`config.mk`:
```
export PLATFORM = sky130hd
export DESIGN_NAME = appliance_timed_action_sequencer_unit
export DESIGN_NICKNAME = d
export VERILOG_FILES = /design/src/design/ats_pkg.sv /design/src/design/appliance_timed_action_sequencer_unit.sv /design/src/design/ats_cfg_regs.sv /design/src/design/ats_step_logic.sv
export SDC_FILE = /design/constraint.sdc
export NUM_CORES = 1
export LEC_CHECK = 0
export BUFFER_PORTS_ARGS = -buffer_cell sky130_fd_sc_hd__buf_2
export CAP_MARGIN = 20
export CORE_AREA = 4 4 95 187
export CTS_CLUSTER_SIZE = 28
export DETAILED_ROUTE_END_ITERATION = 7
export DIE_AREA = 0 0 99 191
export PLACE_DENSITY = 0.79
export SLEW_MARGIN = 10
export SYNTH_ARGS = -nofsm -noshare
export SYNTH_HDL_FRONTEND = slang
export SYNTH_SLANG_ARGS = --single-unit
```
`constraint.sdc`:
```
create_clock -name clk -period 4.6 [get_ports clk]
set_input_delay 0.23 -clock clk [delete_from_list [all_inputs] [get_ports clk]]
set_output_delay 0.23 -clock clk [all_outputs]
set_load 0.02 [all_outputs]
```
`src/design/ats_pkg.sv`:
```
`timescale 1ns / 1ps
`default_nettype none

package ats_pkg;

  localparam int unsigned MS_PER_SECOND_DEFAULT = 1000;
  localparam int unsigned SECS_PER_MIN = 60;

  localparam int unsigned CFG_W = 12;
  localparam int unsigned TIMER_W = 14;
  localparam int unsigned ACC_W = 17;

  localparam logic [ACC_W-1:0] ACC_MAX = '1;

  localparam logic [CFG_W-1:0] SOAP_SECONDS_RST = 12'd30;
  localparam logic [CFG_W-1:0] FILL_MAX_SECONDS_RST = 12'd300;
  localparam logic [CFG_W-1:0] EMPTY_SECONDS_RST = 12'd120;
  localparam logic [CFG_W-1:0] INITIAL_FILL_SECONDS_RST = 12'd120;

  localparam int unsigned RLY_SOAP = 0;
  localparam int unsigned RLY_VALVE = 1;
  localparam int unsigned RLY_WASH = 2;
  localparam int unsigned RLY_PUMP = 3;

  typedef enum logic [1:0] {
    CFG_SOAP_SECONDS = 2'd0,
    CFG_FILL_MAX_SECONDS = 2'd1,
    CFG_EMPTY_SECONDS = 2'd2,
    CFG_INITIAL_FILL_SECONDS = 2'd3
  } cfg_index_t;

  typedef enum logic [1:0] {
    KIND_SOAP = 2'd0,
    KIND_FILL = 2'd1,
    KIND_WASH = 2'd2,
    KIND_EMPTY = 2'd3
  } kind_t;

  typedef enum logic [2:0] {
    ACT_NONE = 3'd0,
    ACT_SOAP = 3'd1,
    ACT_FILL = 3'd2,
    ACT_WASH = 3'd3,
    ACT_EMPTY = 3'd4
  } action_t;

  typedef struct packed {
    logic [CFG_W-1:0] soap_seconds;
    logic [CFG_W-1:0] fill_max_seconds;
    logic [CFG_W-1:0] empty_seconds;
    logic [CFG_W-1:0] initial_fill_seconds;
  } ats_cfg_t;

  typedef struct packed {
    kind_t kind;
    logic [7:0] wash_minutes;
    logic door_open;
    logic water_full;
    logic [15:0] elapsed_ms;
  } ats_item_t;

  typedef struct packed {
    action_t action;
    logic [TIMER_W-1:0] timer;
    logic [CFG_W-1:0] budget;
    logic [CFG_W-1:0] learned;
    logic [ACC_W-1:0] acc;
    logic [3:0] relays;
    logic error;
    logic fill_done;
  } ats_state_t;

endpackage

`default_nettype wire

```
`src/design/appliance_timed_action_sequencer_unit.sv`:
```
`timescale 1ns / 1ps
`default_nettype none

// Channel   Handshake             Payload
// input     in_valid / in_ready   kind, wash_minutes, door_open, water_full, elapsed_ms
// result    out_valid / out_ready remaining_seconds, active_action, relays, fill_error
// config    cfg_we                cfg_index, cfg_data
//
// One request per cycle while the result is not stalled: a request is latched in the input
// register, and when the result register is free one pass of the step logic updates the
// state, which drives the result ports.
// Reset clears the state and loads the register defaults.
// A stalled result holds the step logic, and the input register then holds one more.

module appliance_timed_action_sequencer_unit
  import ats_pkg::*;
#(
  parameter int unsigned MS_PER_SECOND = MS_PER_SECOND_DEFAULT
) (
  input  wire logic               clk,
  input  wire logic               rst,
  input  wire logic               cfg_we,
  input  wire logic [1:0]         cfg_index,
  input  wire logic [CFG_W-1:0]   cfg_data,
  input  wire logic               in_valid,
  output logic                    in_ready,
  input  wire logic [1:0]         kind,
  input  wire logic [7:0]         wash_minutes,
  input  wire logic               door_open,
  input  wire logic               water_full,
  input  wire logic [15:0]        elapsed_ms,
  output logic                    out_valid,
  input  wire logic               out_ready,
  output logic [TIMER_W-1:0]      remaining_seconds,
  output logic [2:0]              active_action,
  output logic                    soap_relay,
  output logic                    valve_relay,
  output logic                    wash_relay,
  output logic                    pump_relay,
  output logic                    fill_error
);

  ats_cfg_t   cfg;
  ats_item_t  item;
  logic       item_valid;
  ats_state_t st;
  ats_state_t st_next;
  logic       fire;

  ats_cfg_regs u_cfg (
    .clk       (clk),
    .rst       (rst),
    .cfg_we    (cfg_we),
    .cfg_index (cfg_index_t'(cfg_index)),
    .cfg_data  (cfg_data),
    .cfg       (cfg)
  );

  ats_step_logic #(
    .MS_PER_SECOND (MS_PER_SECOND)
  ) u_step (
    .cfg     (cfg),
    .item    (item),
    .st      (st),
    .st_next (st_next)
  );

  assign fire = item_valid && (!out_valid || out_ready);
  assign in_ready = !item_valid || fire;

  always_ff @(posedge clk) begin
    if (rst) begin
      item_valid <= 1'b0;
    end else if (in_valid && in_ready) begin
      item_valid <= 1'b1;
    end else if (fire) begin
      item_valid <= 1'b0;
    end
  end

  always_ff @(posedge clk) begin
    if (in_valid && in_ready) begin
      item.kind <= kind_t'(kind);
      item.wash_minutes <= wash_minutes;
      item.door_open <= door_open;
      item.water_full <= water_full;
      item.elapsed_ms <= elapsed_ms;
    end
  end

  always_ff @(posedge clk) begin
    if (rst) begin
      out_valid <= 1'b0;
    end else if (fire) begin
      out_valid <= 1'b1;
    end else if (out_ready) begin
      out_valid <= 1'b0;
    end
  end

  // Before the first completed fill, a write of the initial fill time also replaces the
  // learned fill time, unless the step logic updates the state in that same cycle.
  always_ff @(posedge clk) begin
    if (rst) begin
      st.action <= ACT_NONE;
      st.timer <= '0;
      st.budget <= '0;
      st.learned <= INITIAL_FILL_SECONDS_RST;
      st.acc <= '0;
      st.relays <= '0;
      st.error <= 1'b0;
      st.fill_done <= 1'b0;
    end else if (fire) begin
      st <= st_next;
    end else if (cfg_we && cfg_index_t'(cfg_index) == CFG_INITIAL_FILL_SECONDS
                 && !st.fill_done) begin
      st.learned <= cfg_data;
    end
  end

  assign remaining_seconds = st.timer;
  assign active_action = st.action;
  assign soap_relay = st.relays[RLY_SOAP];
  assign valve_relay = st.relays[RLY_VALVE];
  assign wash_relay = st.relays[RLY_WASH];
  assign pump_relay = st.relays[RLY_PUMP];
  assign fill_error = st.error;

endmodule

`default_nettype wire

```
`src/design/ats_cfg_regs.sv`:
```
`timescale 1ns / 1ps
`default_nettype none

module ats_cfg_regs
  import ats_pkg::*;
(
  input  wire logic             clk,
  input  wire logic             rst,
  input  wire logic             cfg_we,
  input  wire cfg_index_t       cfg_index,
  input  wire logic [CFG_W-1:0] cfg_data,
  output ats_cfg_t              cfg
);

  always_ff @(posedge clk) begin
    if (rst) begin
      cfg.soap_seconds <= SOAP_SECONDS_RST;
      cfg.fill_max_seconds <= FILL_MAX_SECONDS_RST;
      cfg.empty_seconds <= EMPTY_SECONDS_RST;
      cfg.initial_fill_seconds <= INITIAL_FILL_SECONDS_RST;
    end else if (cfg_we) begin
      unique case (cfg_index)
        CFG_SOAP_SECONDS: cfg.soap_seconds <= cfg_data;
        CFG_FILL_MAX_SECONDS: cfg.fill_max_seconds <= cfg_data;
        CFG_EMPTY_SECONDS: cfg.empty_seconds <= cfg_data;
        CFG_INITIAL_FILL_SECONDS: cfg.initial_fill_seconds <= cfg_data;
        default: ;
      endcase
    end
  end

endmodule

`default_nettype wire

```
`src/design/ats_step_logic.sv`:
```
`timescale 1ns / 1ps
`default_nettype none

module ats_step_logic
  import ats_pkg::*;
#(
  parameter int unsigned MS_PER_SECOND = MS_PER_SECOND_DEFAULT
) (
  input  wire ats_cfg_t   cfg,
  input  wire ats_item_t  item,
  input  wire ats_state_t st,
  output ats_state_t      st_next
);

  localparam logic [ACC_W-1:0] MS_STEP = ACC_W'(MS_PER_SECOND);

  logic [ACC_W:0]     acc_sum;
  logic [ACC_W-1:0]   acc_sat;
  logic [TIMER_W-1:0] wash_secs;
  action_t            req;

  always_comb begin
    acc_sum = {1'b0, st.acc} + (ACC_W + 1)'(item.elapsed_ms);
    acc_sat = (acc_sum > {1'b0, ACC_MAX}) ? ACC_MAX : acc_sum[ACC_W-1:0];
    wash_secs = TIMER_W'(item.wash_minutes) * TIMER_W'(SECS_PER_MIN);

    unique case (item.kind)
      KIND_SOAP: req = ACT_SOAP;
      KIND_FILL: req = ACT_FILL;
      KIND_WASH: req = ACT_WASH;
      KIND_EMPTY: req = ACT_EMPTY;
      default: req = ACT_NONE;
    endcase

    st_next = st;
    st_next.acc = acc_sat;

    if (st.action == ACT_NONE) begin
      unique case (item.kind)
        KIND_SOAP: begin
          if (!item.door_open) begin
            st_next.action = ACT_SOAP;
            st_next.timer = TIMER_W'(cfg.soap_seconds);
            st_next.acc = '0;
            st_next.relays[RLY_SOAP] = 1'b1;
          end
        end
        KIND_FILL: begin
          st_next.budget = cfg.fill_max_seconds;
          st_next.error = 1'b0;
          st_next.action = ACT_FILL;
          st_next.timer = TIMER_W'(st.learned);
          st_next.acc = '0;
          st_next.relays[RLY_VALVE] = 1'b1;
        end
        KIND_WASH: begin
          st_next.action = ACT_WASH;
          st_next.timer = wash_secs;
          st_next.acc = '0;
          st_next.relays[RLY_WASH] = 1'b1;
        end
        default: begin
          st_next.action = ACT_EMPTY;
          st_next.timer = TIMER_W'(cfg.empty_seconds);
          st_next.acc = '0;
          st_next.relays[RLY_PUMP] = 1'b1;
        end
      endcase
    end else if (st.action == req && acc_sat >= MS_STEP) begin
      st_next.acc = acc_sat - MS_STEP;
      unique case (st.action)
        ACT_SOAP: begin
          if (st.timer != '0) begin
            st_next.timer = st.timer - 1'b1;
          end else begin
            st_next.relays[RLY_SOAP] = 1'b0;
            st_next.action = ACT_NONE;
          end
        end
        ACT_FILL: begin
          if (item.water_full) begin
            st_next.relays[RLY_VALVE] = 1'b0;
            st_next.action = ACT_NONE;
            st_next.timer = '0;
            st_next.learned = (cfg.fill_max_seconds >= st.budget) ?
                              (cfg.fill_max_seconds - st.budget) : '0;
            st_next.fill_done = 1'b1;
          end else if (st.timer != '0) begin
            st_next.timer = st.timer - 1'b1;
            if (st.budget != '0) begin
              st_next.budget = st.budget - 1'b1;
            end
          end else if (st.budget != '0) begin
            st_next.timer = TIMER_W'(st.budget);
          end else begin
            st_next.error = 1'b1;
            st_next.relays[RLY_VALVE] = 1'b0;
          end
        end
        ACT_WASH: begin
          if (st.timer != '0) begin
            if (item.door_open) begin
              st_next.relays[RLY_WASH] = 1'b0;
            end else begin
              st_next.relays[RLY_WASH] = 1'b1;
              st_next.timer = st.timer - 1'b1;
            end
          end else begin
            st_next.relays[RLY_WASH] = 1'b0;
            st_next.action = ACT_NONE;
          end
        end
        ACT_EMPTY: begin
          if (st.timer != '0) begin
            st_next.timer = st.timer - 1'b1;
          end else begin
            st_next.relays[RLY_PUMP] = 1'b0;
            st_next.action = ACT_NONE;
          end
        end
        default: ;
      endcase
    end
  end

endmodule

`default_nettype wire

```
==> results.yml <==
drt:
  antenna_left: 0
  wl_per_cell_um: 20.85
  drt_iter0_drc: 624
  drt_pre_antenna_iters: 7
  routed_wl_mm: 28.31
  drc: 0
  vias: 8651
  routed_via_density: 6.370
timing:
  holdWs_ns: 0.02457
  drv_slew: 0
  slew_headroom: 0.3515
  min_period_ns: 4.281
  fmax_mhz: 233.6
  hold_viol_final: 0
  fin_ws_ns: 0.3192
  post-route-period-util: 0.9306
  fin_skew_ns: 0.009360
  finalSetupViolations: 0
  rsz0062_at_grt: "no"
  fin_setup_tns_ns: 0
  tightest_slew_ns: 0.9727
floorplanning:
  die_y_um: 191
  die_x_um: 99
  coreArea_um2: 16270
  fp-row-count: 66
  io_pins: 71
  die-area_um2: 18910
  initial_utilization: 0.5419
power_and_ir_drop:
  power.switching_mw: 1.244
  leakage_nw: 4.157
  clock_power_share: 0.372
  ir_worst_vdd_mv: 0.2464
  power_density_nw_per_um2: 375.3
  pwr-share-seq: 0.339
  internal_power_mw: 2.576
  netSwitchingFraction: 0.3257
  combPwrFrac: 0.289
cts:
  clk_latency_ns: 0.43
  clkSinkCount: 130
  clk_pin_slew_worst_paths_ns: 0.06
  post_cts_buffers: 0
  ctsResizeCount: 0
  cts_max_level: 4
  ctsRootBufferMaster: "clkbuf_16"
  cts_tree: "yes"
  numCtsBuffers: 17
  clockBufferDepth: 2
synthesis:
  syn_nets: 1179
  yosysSeqAreaShare: 0.3270
  synth_xor_area_frac: 0.04371
  ys.flop_type: "dfxtp_1"
  synth-simple-area-share: 0.2157
  synth_edf_count: 28
  synthesis.area_um2: 8816
  synth-compound-area-share: 0.2360
  netlist_instances: 1067
  synth_top_family_by_area: "compound AO/OA/AOI/OAI gates"
  muxShareOfSynthArea: 0.01178
  ys_async_sr_fraction: 0
  postSynthAreaPerCell_um2: 8.262
  synthAdderAreaFrac: 0.1050
  synth_cell_types: 80
  ys.warnings.count: 0
  ys_seq_elements: 130
setup_path:
  ff2ff_setup_slack_ns: 0.32
  worstSetupPathType: "reg -> reg"
  end_kind: "flop"
  cp_max_fo: 21
  r2r_start: "item[6]$_DFFE_PP_"
  cp_data_required_time_ns: 4.92
  reg2reg_depth: 15
  cp-start-kind: "flop"
  timing.rr.end: "remaining_seconds[1]$_SDFFE_PP0P_"
  arrival_ns: 4.61
global_routing:
  grt_use_total: 0.3048
  antenna_found_initial: 0
  grt_pass1_vias: 8773
  gr-total-overflow: 0
  grt_pass1_wl_mm: 45.11
  grt_max_degree: 51
worst_hold_path:
  hold_path_depth: 3
  hold_path_end: "item_valid$_SDFFE_PP0P_"
  hp-start: "in_valid"
  hold_path.class: "in -> reg"
cells_and_area:
  nNetsFinal: 1253
  final_common_cell: "nand2_1"
  syn2layout_area_growth_pct: 15.48
  regArea_um2: 2883
  antennaDiodeCount: 0
  fin_area_um2: 10180
  layout_common_cells: "nand2_1, dfxtp_1, a21oi_1"
  drive_gt1_frac: 0.1352
  fillers: 1405
  multiInputGateArea_um2: 5408
placed_design:
  dp_slack_ns: 0.3757
  dpl.hpwl_mm: 21.31
  port_buffers: 70
  placed_area_um2: 9276
  routabilityCongestion: 0.9847
outcome:
  status: "finished, final reports clean"
flow_run:
  cap_violations: 0
-- flip-flops by register name, indices dropped and copies added, names as in the netlist, 3 cells and up --
register and flops:
remaining_seconds 14, st 42, item 28, active_action 3, u_cfg.cfg 36
-- logic make-up (layout without fill, tap and decap cells) --
group                    Yosys count  after routing
AND/OR/NAND/NOR                  397            397
AO/OA/AOI/OAI                    306            306
flip-flops                       130            130
buffers and inverters            115            202
adder cells (fa/ha/maj)           65             65
XOR/XNOR                          44             44
multiplexers                      10             10
-- synthesized netlist by cell type (3+ instances only) --
| master | number | area share |
|---|---|---|
| nand4b_1 | 3 | 0.0030 |
| edfxtp_1 | 28 | 0.095 |
| nor3b_1 | 3 | 0.0026 |
| o21ai_1 | 3 | 0.0017 |
| and3_1 | 7 | 0.0050 |
| buf_4 | 21 | 0.018 |
| o31ai_1 | 4 | 0.0034 |
| nor2_1 | 96 | 0.041 |
| nand3_1 | 19 | 0.011 |
| xor2_1 | 22 | 0.022 |
| or2_2 | 5 | 0.0035 |
| buf_2 | 7 | 0.0040 |
| a31oi_1 | 5 | 0.0035 |
| a21o_1 | 17 | 0.014 |
| a2111oi_0 | 3 | 0.0030 |
| nand2_1 | 128 | 0.054 |
| a22o_1 | 4 | 0.0040 |
| o211ai_1 | 10 | 0.0085 |
| a211oi_1 | 21 | 0.018 |
| or3_1 | 11 | 0.0078 |
| nand3b_1 | 15 | 0.013 |
| nand4_1 | 14 | 0.0099 |
| a22oi_1 | 18 | 0.015 |
| xnor2_1 | 22 | 0.022 |
| a211o_1 | 4 | 0.0040 |
| o21ai_0 | 42 | 0.024 |
| a221oi_1 | 11 | 0.011 |
| nor3_1 | 51 | 0.029 |
| a21oi_1 | 98 | 0.056 |
| dfxtp_1 | 102 | 0.23 |
| o22ai_1 | 11 | 0.0078 |
| inv_1 | 40 | 0.017 |
| nor2b_1 | 9 | 0.0064 |
| a32o_1 | 6 | 0.0068 |
| mux2_2 | 3 | 0.0038 |
| and2_1 | 6 | 0.0043 |
| a222oi_1 | 4 | 0.0045 |
| mux2i_1 | 7 | 0.0079 |
| fa_1 | 15 | 0.034 |
| a221o_1 | 11 | 0.012 |
| nor4_1 | 8 | 0.0057 |
| o21a_1 | 6 | 0.0051 |
| nand2b_1 | 10 | 0.0071 |
| clkbuf_1 | 43 | 0.018 |
| ha_1 | 50 | 0.071 |
-- per-layer routing --
metal  up-vias  share of wire  track usage
met5         -              0            0
met4         0          0.089       0.2514
met3       153          0.057      0.05917
met2       390           0.52       0.5440
met1      4079           0.33       0.2958
li1       4029              -            -
-- power groups by stage --
stage / clock network [mW] / registers (mW) / logic [mW]
5_1_grt: 1.47 / 1.30 / 1.21
6_report: 1.42 / 1.30 / 1.10
3_3_place_gp: 0 / 1.32 / 1.04
3_5_place_dp: 0 / 1.32 / 1.05
4_1_cts: 1.43 / 1.29 / 1.08
2_1_floorplan: 0 / 1.29 / 0.782
-- layout make-up --
| cell class | count | area share |
|---|---|---|
| clock buffers | 25 | 0.05198 |
| clock inverters | 7 | 0.008848 |
| inverters | 40 | 0.01475 |
| multi-input cells | 822 | 0.5312 |
| flip-flops and latches | 130 | 0.2832 |
| well taps | 204 | 0.02507 |
| repair buffers | 130 | 0.08504 |
-- stage by stage --
stage                     std cells    util  total power, mW
after floorplan                1067       -            2.076
after global placement         1296  0.5699            2.354
after detailed placement       1297  0.5702            2.369
after CTS                      1356  0.6249            3.804
after global routing           1358  0.6258            3.986
final                          1358  0.6258            3.821
-- worst max path at each step --
stage / end / cells after the start / startpoint / slack [ns]
detailed placement: remaining_seconds[1]$_SDFFE_PP0P_ / 15 / item[6]$_DFFE_PP_ / 0.38
finish: remaining_seconds[1]$_SDFFE_PP0P_ / 15 / item[6]$_DFFE_PP_ / 0.32
global route: remaining_seconds[1]$_SDFFE_PP0P_ / 15 / item[6]$_DFFE_PP_ / 0.12
global placement: st[30]$_SDFFE_PP0P_ / 13 / item[9]$_DFFE_PP_ / 0.35
CTS: remaining_seconds[1]$_SDFFE_PP0P_ / 15 / item[6]$_DFFE_PP_ / 0.35
floorplan: st[41]$_SDFFE_PP0P_ / 16 / item[7]$_DFFE_PP_ / 0.69
-- repair_timing --
action                     CTS  global route
hold endpoints to repair    27             1
setup endpoints to repair    0             0
hold buffers                27             1
-- worst max-delay path, cell delays in order (launching register included) --
cell      delay [ns]
edfxtp_1        0.36
ha_1            0.40
and3_4          0.23
a221o_1         0.38
a41oi_4         0.18
o21ai_0         0.16
nor2_1          0.20
ha_1            0.20
nor4_1          0.06
buf_4           0.14
or4b_4          0.55
o21ai_4         0.18
buf_4           0.28
a211o_1         0.49
a21oi_1         0.08
a221oi_1        0.28
No activity file was read; power rests on OpenSTA's default activity.
